===== src/rtl/stel_pkg.sv =====
// stel_pkg: widths, result status codes and the fixed-point helper of the
// signal-traded equity line. No dependencies; used by the channel
// interfaces and by the top level.
package stel_pkg;

	localparam int PRICE_W    = 32;              // Q16.16 prices and initial value
	localparam int PRICE_FRAC = 16;
	localparam int DATE_W     = 32;
	localparam int PROD_W     = 48;              // Q16.32 growth product, Q32.16 equity
	localparam int FRAC_W     = 32;              // fraction bits of the growth product
	localparam int DIGIT_W    = 2;               // bits handled per cycle
	localparam int STEPS      = PROD_W / DIGIT_W;
	localparam int CNT_W      = $clog2(STEPS);
	localparam int ACC_W      = PROD_W + DIGIT_W;
	localparam int STATUS_W   = 2;

	localparam logic [PROD_W-1:0]  PROD_ONE   = {{(PROD_W-FRAC_W-1){1'b0}}, 1'b1, {FRAC_W{1'b0}}};
	localparam logic [PRICE_W-1:0] INIT_RESET = 32'd6553600;

	localparam logic [STATUS_W-1:0] ST_OK       = 2'd0;
	localparam logic [STATUS_W-1:0] ST_INV_MISS = 2'd1;
	localparam logic [STATUS_W-1:0] ST_ALT_MISS = 2'd2;

	typedef logic [PROD_W-1:0] prod_t;

	// full product is {acc, low}; return it shifted right by FRAC_W, saturated
	function automatic prod_t shr_sat(input logic [ACC_W-1:0] acc, input prod_t low);
		prod_t r;
		if (acc[ACC_W-1:FRAC_W] != '0)
			r = '1;
		else
			r = {acc[FRAC_W-1:0], low[PROD_W-1 -: (PROD_W-FRAC_W)]};
		return r;
	endfunction

endpackage


===== src/rtl/stel_in_if.sv =====
// stel_in_if: observation channel, one dated observation per request.
// Depends on stel_pkg for field widths.
interface stel_in_if import stel_pkg::*; ();
	logic               valid;
	logic               ready;
	logic [DATE_W-1:0]  date;
	logic               inv_valid;
	logic [PRICE_W-1:0] inv_price;
	logic               alt_valid;
	logic [PRICE_W-1:0] alt_price;
	logic               sig_valid;
	logic               sig_negative;

	modport source (output valid, date, inv_valid, inv_price, alt_valid, alt_price,
		sig_valid, sig_negative, input ready);
	modport sink (input valid, date, inv_valid, inv_price, alt_valid, alt_price,
		sig_valid, sig_negative, output ready);
endinterface


===== src/rtl/stel_out_if.sv =====
// stel_out_if: result channel, date, equity and status per request.
// Depends on stel_pkg for field widths.
interface stel_out_if import stel_pkg::*; ();
	logic                valid;
	logic                ready;
	logic [DATE_W-1:0]   out_date;
	logic [PROD_W-1:0]   equity;
	logic [STATUS_W-1:0] status;

	modport source (output valid, out_date, equity, status, input ready);
	modport sink (input valid, out_date, equity, status, output ready);
endinterface


===== src/rtl/stel_cfg_if.sv =====
// stel_cfg_if: configuration write channel for the initial value register.
// Depends on stel_pkg for the register width.
interface stel_cfg_if import stel_pkg::*; ();
	logic               valid;
	logic               ready;
	logic [PRICE_W-1:0] start_value;

	modport source (output valid, start_value, input ready);
	modport sink (input valid, start_value, output ready);
endinterface


===== src/rtl/signal_traded_equity_line_top.sv =====
// signal_traded_equity_line_top: equity curve of a signal-traded position.
// Depends on stel_pkg, stel_in_if, stel_out_if and stel_cfg_if.
//
// Usage:
//   obs    - one dated observation per request (both prices with valid bits,
//            optional buy/sell signal). ready is high only while the core is idle.
//   result - out_date, equity (Q32.16) and status, held in an output register.
//   cfg    - write of the starting funds (Q16.16), always ready; write it only when idle.
// Steps from accepted request to result valid:
//   when a price ratio is taken, the divide, the growth multiply, the product update,
//   the load and the equity multiply (two bits per cycle each); when the ratio
//   saturates, the same without the divide; when the change is 1, the load and the
//   equity multiply only. A signal on a date missing a price goes straight to the done
//   state. Observations missing a price without a signal give no result.
// One observation is in work at a time; the next request is taken the cycle after the
//   result is moved into the output register.
// A stalled receiver holds the output register; a finished result waits in the
//   core until the register frees. Reset sets product 1.0, prices 0, position buy,
//   no signal seen and initial value 100.0.
module signal_traded_equity_line_top import stel_pkg::*; (
	input  logic        clk,
	input  logic        arst_n,
	stel_in_if.sink     obs,
	stel_out_if.source  result,
	stel_cfg_if.sink    cfg
);

	localparam logic [2:0] S_IDLE = 3'd0;
	localparam logic [2:0] S_DIV  = 3'd1;
	localparam logic [2:0] S_MUL1 = 3'd2;
	localparam logic [2:0] S_PREP = 3'd3;
	localparam logic [2:0] S_LOAD = 3'd4;
	localparam logic [2:0] S_MUL2 = 3'd5;
	localparam logic [2:0] S_DONE = 3'd6;

	logic [2:0]          state_q;
	logic [CNT_W-1:0]    cnt_q;
	logic [PRICE_W-1:0]  init_q;
	prod_t               product_q;
	logic [PRICE_W-1:0]  prev_inv_q;
	logic [PRICE_W-1:0]  prev_alt_q;
	logic                hold_q;
	logic                seen_q;
	logic [DATE_W-1:0]   date_q;
	logic [STATUS_W-1:0] status_q;
	logic [PRICE_W-1:0]  rem_q;
	logic [PRICE_W-1:0]  den_q;
	logic [PRICE_FRAC-1:0] num_q;
	prod_t               mb_q;
	logic [ACC_W-1:0]    acc_q;
	prod_t               low_q;
	logic [ACC_W-1:0]    p3_q;
	logic                out_valid_q;
	logic [DATE_W-1:0]   out_date_q;
	prod_t               out_equity_q;
	logic [STATUS_W-1:0] out_status_q;

	logic               accept;
	logic               have_both;
	logic [PRICE_W-1:0] held_price;
	logic [PRICE_W-1:0] held_prev;
	logic               do_div;
	logic               div_sat;
	logic               last_step;
	logic               out_load;
	logic [PRICE_W:0]   t1, r1, t2, r2;
	logic               ge1, ge2;
	logic [ACC_W-1:0]   addend;
	logic [ACC_W-1:0]   sum;
	prod_t              shifted;

	assign obs.ready     = (state_q == S_IDLE);
	assign cfg.ready     = 1'b1;
	assign accept        = obs.valid && obs.ready;
	assign have_both     = obs.inv_valid && obs.alt_valid;
	assign held_price    = hold_q ? obs.inv_price : obs.alt_price;
	assign held_prev     = hold_q ? prev_inv_q : prev_alt_q;
	assign do_div        = seen_q && (held_prev != '0);
	// quotient reaches 2^48 exactly when price >= prev * 2^16
	assign div_sat       = (held_prev[PRICE_W-1:PRICE_FRAC] == '0)
		&& (held_price >= {held_prev[PRICE_FRAC-1:0], {PRICE_FRAC{1'b0}}});
	assign last_step     = (cnt_q == CNT_W'(STEPS-1));
	assign out_load      = (state_q == S_DONE) && (!out_valid_q || result.ready);
	assign shifted       = shr_sat(acc_q, low_q);

	// two restoring division steps per cycle
	always_comb begin
		t1  = {rem_q, num_q[PRICE_FRAC-1]};
		ge1 = (t1 >= {1'b0, den_q});
		r1  = ge1 ? (t1 - {1'b0, den_q}) : t1;
		t2  = {r1[PRICE_W-1:0], num_q[PRICE_FRAC-2]};
		ge2 = (t2 >= {1'b0, den_q});
		r2  = ge2 ? (t2 - {1'b0, den_q}) : t2;
	end

	// radix-4 shift-add multiply, multiplier digits taken lsb first
	always_comb begin
		case (mb_q[DIGIT_W-1:0])
			2'd0:    addend = '0;
			2'd1:    addend = {{DIGIT_W{1'b0}}, product_q};
			2'd2:    addend = {1'b0, product_q, 1'b0};
			default: addend = p3_q;
		endcase
		sum = acc_q + addend;
	end

	always_ff @(posedge clk or negedge arst_n) begin
		if (!arst_n) begin
			state_q     <= S_IDLE;
			cnt_q       <= '0;
			init_q      <= INIT_RESET;
			product_q   <= PROD_ONE;
			prev_inv_q  <= '0;
			prev_alt_q  <= '0;
			hold_q      <= 1'b1;
			seen_q      <= 1'b0;
			out_valid_q <= 1'b0;
		end else begin
			if (cfg.valid)
				init_q <= cfg.start_value;
			if (out_load)
				out_valid_q <= 1'b1;
			else if (result.ready)
				out_valid_q <= 1'b0;
			unique case (state_q)
				S_IDLE: begin
					cnt_q <= '0;
					if (accept) begin
						if (!have_both) begin
							if (obs.sig_valid)
								state_q <= S_DONE;
						end else begin
							prev_inv_q <= obs.inv_price;
							prev_alt_q <= obs.alt_price;
							if (obs.sig_valid) begin
								hold_q <= !obs.sig_negative;
								seen_q <= 1'b1;
							end
							if (!do_div)
								state_q <= S_LOAD;
							else if (div_sat)
								state_q <= S_MUL1;
							else
								state_q <= S_DIV;
						end
					end
				end
				S_DIV: begin
					if (last_step) begin
						cnt_q   <= '0;
						state_q <= S_MUL1;
					end else
						cnt_q <= cnt_q + 1'b1;
				end
				S_MUL1: begin
					cnt_q <= cnt_q + 1'b1;
					if (last_step)
						state_q <= S_PREP;
				end
				S_PREP: begin
					product_q <= shifted;
					state_q   <= S_LOAD;
				end
				S_LOAD: begin
					cnt_q   <= '0;
					state_q <= S_MUL2;
				end
				S_MUL2: begin
					cnt_q <= cnt_q + 1'b1;
					if (last_step)
						state_q <= S_DONE;
				end
				S_DONE: begin
					if (out_load)
						state_q <= S_IDLE;
				end
				default: state_q <= S_IDLE;
			endcase
		end
	end

	always_ff @(posedge clk) begin
		p3_q <= {{DIGIT_W{1'b0}}, product_q} + {1'b0, product_q, 1'b0};
		if (out_load) begin
			out_date_q   <= date_q;
			out_equity_q <= (status_q == ST_OK) ? shifted : '0;
			out_status_q <= status_q;
		end
		unique case (state_q) inside
			S_IDLE: begin
				if (accept) begin
					date_q <= obs.date;
					acc_q  <= '0;
					if (!have_both)
						status_q <= obs.inv_valid ? ST_ALT_MISS : ST_INV_MISS;
					else
						status_q <= ST_OK;
					if (div_sat)
						mb_q <= '1;
					rem_q <= {{(PRICE_W-PRICE_FRAC){1'b0}}, held_price[PRICE_W-1:PRICE_FRAC]};
					num_q <= held_price[PRICE_FRAC-1:0];
					den_q <= held_prev;
				end
			end
			S_DIV: begin
				rem_q <= r2[PRICE_W-1:0];
				num_q <= {num_q[PRICE_FRAC-DIGIT_W-1:0], {DIGIT_W{1'b0}}};
				mb_q  <= {mb_q[PROD_W-DIGIT_W-1:0], ge1, ge2};
			end
			S_MUL1, S_MUL2: begin
				acc_q <= {{DIGIT_W{1'b0}}, sum[ACC_W-1:DIGIT_W]};
				low_q <= {sum[DIGIT_W-1:0], low_q[PROD_W-1:DIGIT_W]};
				mb_q  <= {{DIGIT_W{1'b0}}, mb_q[PROD_W-1:DIGIT_W]};
			end
			S_LOAD: begin
				acc_q <= '0;
				mb_q  <= {{(PROD_W-PRICE_W){1'b0}}, init_q};
			end
			default: ;
		endcase
	end

	assign result.valid    = out_valid_q;
	assign result.out_date = out_date_q;
	assign result.equity   = out_equity_q;
	assign result.status   = out_status_q;

	a_err_zero: assert property (@(posedge clk) disable iff (!arst_n)
		(out_valid_q && (out_status_q != ST_OK)) |-> (out_equity_q == '0))
		else $error("error result carries nonzero equity");

	a_seen_sticky: assert property (@(posedge clk) disable iff (!arst_n)
		!$fell(seen_q))
		else $error("signal seen flag cleared");

	a_done_loads: assert property (@(posedge clk) disable iff (!arst_n)
		out_load |=> (out_valid_q && (state_q == S_IDLE)))
		else $error("finished result not moved to output register");

	a_cnt_range: assert property (@(posedge clk) disable iff (!arst_n)
		((state_q == S_DIV) || (state_q == S_MUL1) || (state_q == S_MUL2))
		|-> (cnt_q <= CNT_W'(STEPS-1)))
		else $error("digit counter out of range");

	a_product_change: assert property (@(posedge clk) disable iff (!arst_n)
		(product_q != $past(product_q)) |-> ($past(state_q) == S_PREP))
		else $error("growth product changed outside update");

endmodule


===== src/flat_wrapper.sv =====
// flat-port wrapper written by rule: the top's interface ports become plain ports
module signal_traded_equity_line_top_flat import stel_pkg::*;
  (clk, arst_n, obs_valid, obs_date, obs_inv_valid, obs_inv_price, obs_alt_valid, obs_alt_price, obs_sig_valid, obs_sig_negative, obs_ready, result_valid, result_out_date, result_equity, result_status, result_ready, cfg_valid, cfg_start_value, cfg_ready);
  stel_in_if obs_i ();
  stel_out_if result_i ();
  stel_cfg_if cfg_i ();
  input  logic clk;
  input  logic arst_n;
  input wire logic [$bits(obs_i.valid)-1:0] obs_valid;
  input wire logic [$bits(obs_i.date)-1:0] obs_date;
  input wire logic [$bits(obs_i.inv_valid)-1:0] obs_inv_valid;
  input wire logic [$bits(obs_i.inv_price)-1:0] obs_inv_price;
  input wire logic [$bits(obs_i.alt_valid)-1:0] obs_alt_valid;
  input wire logic [$bits(obs_i.alt_price)-1:0] obs_alt_price;
  input wire logic [$bits(obs_i.sig_valid)-1:0] obs_sig_valid;
  input wire logic [$bits(obs_i.sig_negative)-1:0] obs_sig_negative;
  output wire logic [$bits(obs_i.ready)-1:0] obs_ready;
  output wire logic [$bits(result_i.valid)-1:0] result_valid;
  output wire logic [$bits(result_i.out_date)-1:0] result_out_date;
  output wire logic [$bits(result_i.equity)-1:0] result_equity;
  output wire logic [$bits(result_i.status)-1:0] result_status;
  input wire logic [$bits(result_i.ready)-1:0] result_ready;
  input wire logic [$bits(cfg_i.valid)-1:0] cfg_valid;
  input wire logic [$bits(cfg_i.start_value)-1:0] cfg_start_value;
  output wire logic [$bits(cfg_i.ready)-1:0] cfg_ready;
  assign obs_i.valid = obs_valid;
  assign obs_i.date = obs_date;
  assign obs_i.inv_valid = obs_inv_valid;
  assign obs_i.inv_price = obs_inv_price;
  assign obs_i.alt_valid = obs_alt_valid;
  assign obs_i.alt_price = obs_alt_price;
  assign obs_i.sig_valid = obs_sig_valid;
  assign obs_i.sig_negative = obs_sig_negative;
  assign obs_ready = obs_i.ready;
  assign result_valid = result_i.valid;
  assign result_out_date = result_i.out_date;
  assign result_equity = result_i.equity;
  assign result_status = result_i.status;
  assign result_i.ready = result_ready;
  assign cfg_i.valid = cfg_valid;
  assign cfg_i.start_value = cfg_start_value;
  assign cfg_ready = cfg_i.ready;
  signal_traded_equity_line_top u_core (.clk(clk), .arst_n(arst_n), .obs(obs_i), .result(result_i), .cfg(cfg_i));
endmodule

===== config.mk =====
export PLATFORM = sky130hd
export DESIGN_NAME = signal_traded_equity_line_top_flat
export DESIGN_NICKNAME = d
export VERILOG_FILES = /design/src/rtl/stel_pkg.sv /design/src/rtl/stel_in_if.sv /design/src/rtl/stel_out_if.sv /design/src/rtl/stel_cfg_if.sv /design/src/rtl/signal_traded_equity_line_top.sv /design/src/flat_wrapper.sv
export SDC_FILE = /design/constraint.sdc
export NUM_CORES = 1
export LEC_CHECK = 0
export ABC_CLOCK_PERIOD_IN_PS = 14400
export BUFFER_PORTS_ARGS = -buffer_cell sky130_fd_sc_hd__buf_2
export CAP_MARGIN = 25
export CORE_AREA = 2 2 327 199
export CTS_CLUSTER_SIZE = 20
export DETAILED_ROUTE_END_ITERATION = 10
export DIE_AREA = 0 0 329 201
export HOLD_SLACK_MARGIN = 0.02
export PLACE_DENSITY = 0.66
export SYNTH_ARGS = -nofsm -noshare
export SYNTH_HDL_FRONTEND = slang
export SYNTH_SLANG_ARGS = --single-unit
export TNS_END_PERCENT = 100

===== constraint.sdc =====
create_clock -name clk -period 14.4 [get_ports clk]
set_input_delay 2.88 -clock clk [delete_from_list [all_inputs] [get_ports clk]]
set_output_delay 2.88 -clock clk [all_outputs]
set_load 0.005 [all_outputs]

Word-level counts from Yosys, hierarchy flattened
Cells that the tools add are included.
Widths: inputs -> output; s select.
{ "op_classes": {"addsub": 5, "magnitude_cmp": 3, "eq_ne": 16, "muxes": 30, "n_reduce_logical": 28} }
{ "op_table": {"columns": ["operator", "n"], "rows": [
  ["$pmux 50 s3", 2],
  ["$pmux 48 s4", 1],
  ["$mux 32", 5],
  ["$mux 48", 3],
  ["$ge 33x32->1", 2],
  ["$pmux 32 s2", 1],
  ["$sub 32x32->32", 2],
  ["$add 48x49->50", 1],
  ["$add 50x50->50", 1],
  ["$mux 50", 1],
  ["$ge 32x32->1", 1],
  ["$pmux 16 s2", 1],
  ["$reduce_bool 32->1", 1],
  ["$mux 3", 8],
  ["$pmux 3 s7", 1],
  ["$reduce_bool 18->1", 1],
  ["$logic_not 16->1", 1],
  ["$mux 16", 1],
  ["$pmux 5 s3", 1],
  ["$eq 3x3->1 const B", 3],
  ["$ne 2x1->1 const B", 4],
  ["$eq 3x2->1 const B", 2],
  ["$reduce_and 2->1", 3],
  ["$reduce_and 3->1", 2],
  ["other kinds (21)", 33]
]} }
{ "word_totals": {"reg_bits": 547, "out_inout_bits": 85, "elab_cells": 103} }

Longest topological paths before layout
{ "logic_depth": {"word_depth": 8, "ltp_mapped": 26, "ltp_nobuf": 23} }

Least setup slack after synthesis
No wires, ideal clock.
{ "synth_timing": {"path_kind": "in2reg", "from": "input port result_ready", "to": "register u_core.out_equity_q[0] (netlist: u_core.result.equity[0]) (enable)", "setup_time_ps": 523, "arrival_ps": 6359, "t_required_ps": 13877, "slack_ps": 7518, "stages": 2, "cell_sequence": "nor2b_1 -> nor2_1"} }
{ "synth_between": {"elab_chain_cells": 2} }
{ "synth_lines": {"columns": ["item", "line", "rtl"], "rows": [
  ["from (decl)", "flat_wrapper.sv:22", "input wire logic [$bits(result_i.ready)-1:0] result_ready;"],
  ["$logic_or 1x1->1", "signal_traded_equity_line_top.sv:83", "assign out_load = (state_q == S_DONE) && (!out_valid_q || result.ready);"],
  ["$logic_and 1x1->1", "signal_traded_equity_line_top.sv:83", null],
  ["named net u_core.out_load", "signal_traded_equity_line_top.sv:65", "logic out_load;"],
  ["to (signal assigned)", "signal_traded_equity_line_top.sv:186", "out_equity_q <= (status_q == ST_OK) ? shifted : '0;"],
  ["to (decl)", "signal_traded_equity_line_top.sv:55", "prod_t out_equity_q;"]
]} }
The timed path passes the listed nets, and every way through them passes these cells.
A chain may end at the register's enable or synchronous reset.

Worst setup path in the final report
{ "layout_timing": {"from": "register u_core.rem_q[4]", "to": "register u_core.rem_q[3], data pin"} }
{ "layout_between": {"elab_chain_cells": 5, "elab_cells_between_ends": 7, "cone_classes": "2 x add/sub; 2 x order compare; 3 x mux"} }
{ "layout_lines": {"columns": ["item", "line", "rtl"], "rows": [
  ["from (decl)", "signal_traded_equity_line_top.sv:46", "logic [PRICE_W-1:0] rem_q;"],
  ["from (signal assigned)", "signal_traded_equity_line_top.sv:200", "rem_q <= {{(PRICE_W-PRICE_FRAC){1'b0}}, held_price[PRICE_W-1:PRICE_FRAC]};"],
  ["from (signal assigned)", "signal_traded_equity_line_top.sv:206", "rem_q <= r2[PRICE_W-1:0];"],
  ["$ge 33x32->1 / $sub 32x32->32 (equally long branches)", "signal_traded_equity_line_top.sv:89, signal_traded_equity_line_top.sv:90", null],
  ["$mux 32 *", "signal_traded_equity_line_top.sv:90", "r1 = ge1 ? (t1 - {1'b0, den_q}) : t1;"],
  ["$sub 32x32->32 / $ge 33x32->1 (equally long branches)", "signal_traded_equity_line_top.sv:93, signal_traded_equity_line_top.sv:92", null],
  ["$mux 32 *", "signal_traded_equity_line_top.sv:93", "r2 = ge2 ? (t2 - {1'b0, den_q}) : t2;"],
  ["$pmux 32 s2 *", "signal_traded_equity_line_top.sv:189", "unique case (state_q) inside"]
]} }
Mark *: on every way between the ends. The rest lies on a longest branch, timed or not.

==> flow_summary.toml <==
[cts]
clkSlewWorstSetupHoldPaths_ps = 70
ctsResizeCount = 0
cts_max_level = 2
max-clock-path-buffers = 3
cts-root-buf = "clkbuf_16"
clock_tree_from_tritoncts = "done"
buffer_count_from_post_cts_setup_fixing = 0
cts_hold_buffers_added = 0
cts_buffers = 51
numClockSinks = 513
worst_skew_pair_latency_ps = 630

[drt]
routed_wl_um = 83800
drt-vias-per-instance = 5.94
drt.antenna.violating_nets = 0
vias = 23300
remaining_drc_errors = 0
drt_first_iter_violations = 2500
detail_route.wl_per_cell_um = 21.4
drtPass1Iterations = 5

[worst_setup_path]
r2r_setup_slack_ps = 7460
critical_path_peak_fanout = 23
critPathRequiredTime_ps = 14750
r2r.worst_path.cells = 21
critical_path.startpoint_type = "register"
timing_worst_setup_path_type = "register to register"
regToRegStartpoint = "u_core.rem_q[4]$_DFFE_PP_"
critical_path_at_ps = 7280
critical_path.endpoint = "u_core.rem_q[3]$_DFFE_PP_"
cp-startpoint = "u_core.rem_q[4]$_DFFE_PP_"
end_kind = "register"
worstReg2RegEnd = "u_core.rem_q[3]$_DFFE_PP_"

[sta]
layout_worst_path_cycle_share_pct = 48.2
timing.final.hold_violations = 0
setup_viol_count_final = 0
timing.final.max_slew_violations = 0
worstMarginPinSlew_ps = 981
setup_total_negative_slack_ps = 0
timing.clock.skew_ps = 21.8
final_period_minus_worst_setup_slack_ps = 6940
clock.fmax_mhz = 144
maxSlewHeadroom_pct = 34.6
grt_setup_unrepaired = "no"

[cells_and_area]
layout.area.seq_um2 = 14100
area_delta_synth_final_pct = 12.4
num_antenna_cells = 0
fill_cells = 5566
final_design_area_no_fill_um2 = 33800
multi_input_area_um2 = 15000
layout-drive-gt1-share_pct = 18.8
final_layout_net_count = 3342

[floorplanning]
initial_core_utilization_pct = 47.3
die-width_um = 329
core.rowCount = 72
die-height_um = 201
dieArea_um2 = 66100
io_pins = 222
placeableCoreArea_um2 = 63500

[synth]
synth.area.top_cells = "edfxtp_1 31%, dfrtp_1 12%, mux2_2 7.4%, ha_1 7.4%, a21oi_1 4.1%"
synth_cells = 2862
synth_top_cell_by_area = "edfxtp_1"
synthesis.area_per_instance_um2 = 10.5
netlist_top_cells_count = "308 x edfxtp_1, 293 x nor2_1, 247 x a21oi_1, 198 x mux2_2, 178 x ha_1"
synth_most_common_cell = "edfxtp_1"
postSynth.asyncResetShare_pct = 30.2
postSynth.topFlopCell = "edfxtp_1"
ys_seq_area_share_pct = 47.0
postSynthRegisterBits = 513
synthesis.nets = 3181
synth-warning-count = 0
syn_area_um2 = 30000
synth_edf_count = 308
synth.lib_cells_used.distinct = 89
synth_top_cell_area_share_pct = 30.8

[grt]
grt.overflow.total = 0
grt_antenna_before_repair = 0
pin_count_of_the_biggest_net_entering_global_routing = 100
gr-usage-all-layers_pct = 24.9
wire_length_of_the_first_global_routing_pass_um = 130000
first_global_vias = 22300

[run_status]
run_status = "finished, final reports clean"

[job]
drv_cap = 0

[placement]
placer_s_final_routability_congestion_estimate = 0.946
dpl_cell_area_um2 = 32000
io_buffer_count = 220
post-dp-hpwl_um = 61900

[min_path]
hold_path_class = "register to register"
-- layer usage --
layer  share of wire, %  GRT usage [%]
met5                  0              0
met4                1.3           4.81
met3                9.4           5.91
met2                 40           33.3
met1                 49           40.2
-- cell type report --
| type | instances | share of cell area [%] |
|---|---|---|
| inverter | 106 | 1.18 |
| clock buffer | 63 | 4.19 |
| timing repair buffer | 247 | 4.08 |
| tap | 851 | 3.15 |
| sequential | 513 | 41.9 |
| clock inverter | 33 | 0.997 |
| multi-input combinational | 2104 | 44.5 |
-- sequential cells by signal, summed over array words and instances (netlist names), 2 cells and up --
signal,count
u_core.prev_inv_q,32
u_core.den_q,32
u_core.result.out_date,32
u_core.mb_q,48
u_core.status_q,2
u_core.product_q,48
u_core.acc_q,48
u_core.rem_q,32
u_core.num_q,16
u_core.prev_alt_q,32
u_core.low_q,16
u_core.result.status,2
u_core.result.equity,48
u_core.cnt_q,5
u_core.init_q,32
u_core.p3_q,50
u_core.state_q,3
u_core.date_q,32
-- worst max-delay path: stages, from the launching register on --
cell	delay [ps]
edfxtp_1	410
ha_1	360
o21a_1	240
o211ai_1	180
a21oi_1	100
o2111ai_2	260
a31oi_1	200
o31a_1	370
o2bb2ai_4	530
buf_16	250
mux2_2	360
ha_1	360
a21o_1	240
a31o_2	250
a221oi_1	390
nand3b_1	170
nand3_1	170
a41oi_1	300
o211a_2	640
buf_4	460
mux2i_1	310
a21oi_1	110
-- worst min path at each step --
stage,from,end,slack [ps],cells past startpoint
finish,u_core.date_q[23]$_DFFE_PP_,u_core.result.out_date[23]$_DFFE_PP_,420,0
global route,u_core.date_q[1]$_DFFE_PP_,u_core.result.out_date[1]$_DFFE_PP_,430,0
CTS,u_core.date_q[23]$_DFFE_PP_,u_core.result.out_date[23]$_DFFE_PP_,420,0
detailed placement,u_core.date_q[13]$_DFFE_PP_,u_core.result.out_date[13]$_DFFE_PP_,400,0
global placement,u_core.date_q[1]$_DFFE_PP_,u_core.result.out_date[1]$_DFFE_PP_,400,0
floorplan,u_core.date_q[0]$_DFFE_PP_,u_core.result.out_date[0]$_DFFE_PP_,400,0
-- placed cells by master, fill, tap and decap left out, drive strengths merged, types with 25 or more instances in the layout --
master	netlist	layout
a22o	48	48
xnor2	82	82
a31oi	25	25
nor3	44	44
nand4	25	25
nand3	40	40
nand2b	40	40
edfxtp	308	308
nand2	153	153
a21o	89	89
ha	178	178
nor2	293	293
buf	37	247
o21a	31	31
a21oi	247	247
nor2b	35	35
mux2	199	199
dfrtp	150	150
mux2i	74	74
clkbuf	102	63
o21ai	171	171
xor2	55	55
inv	106	112
dfxtp	50	50
-- cell families after synthesis --
| family | count (synthesis) | share of synthesized area [%] |
|---|---|---|
| AOI/OAI and AO/OA | 784 | 16.9 |
| xor gates and xnor gates | 137 | 3.99 |
| adders and majority gates | 182 | 7.68 |
| buffers and inverters | 245 | 3.19 |
| DFF | 513 | 47.0 |
| muxes | 273 | 9.92 |
| other | 1 | 0.0125 |
| and+or+nand+nor | 727 | 11.3 |
-- stage by stage --
step	utilization, %	setup slack (ps)	std cells	hold slack [ps]
2_1_floorplan	-	7520	2862	400
3_3_place_gp	50.2	7400	3816	402
3_5_place_dp	50.4	7490	3819	405
4_1_cts	53.1	7580	3915	419
5_1_grt	53.2	7050	3917	425
6_report	53.2	7460	3917	418
Power is not shown: default switching activity piles up to over one toggle a cycle in this logic, so the estimate is an artifact.
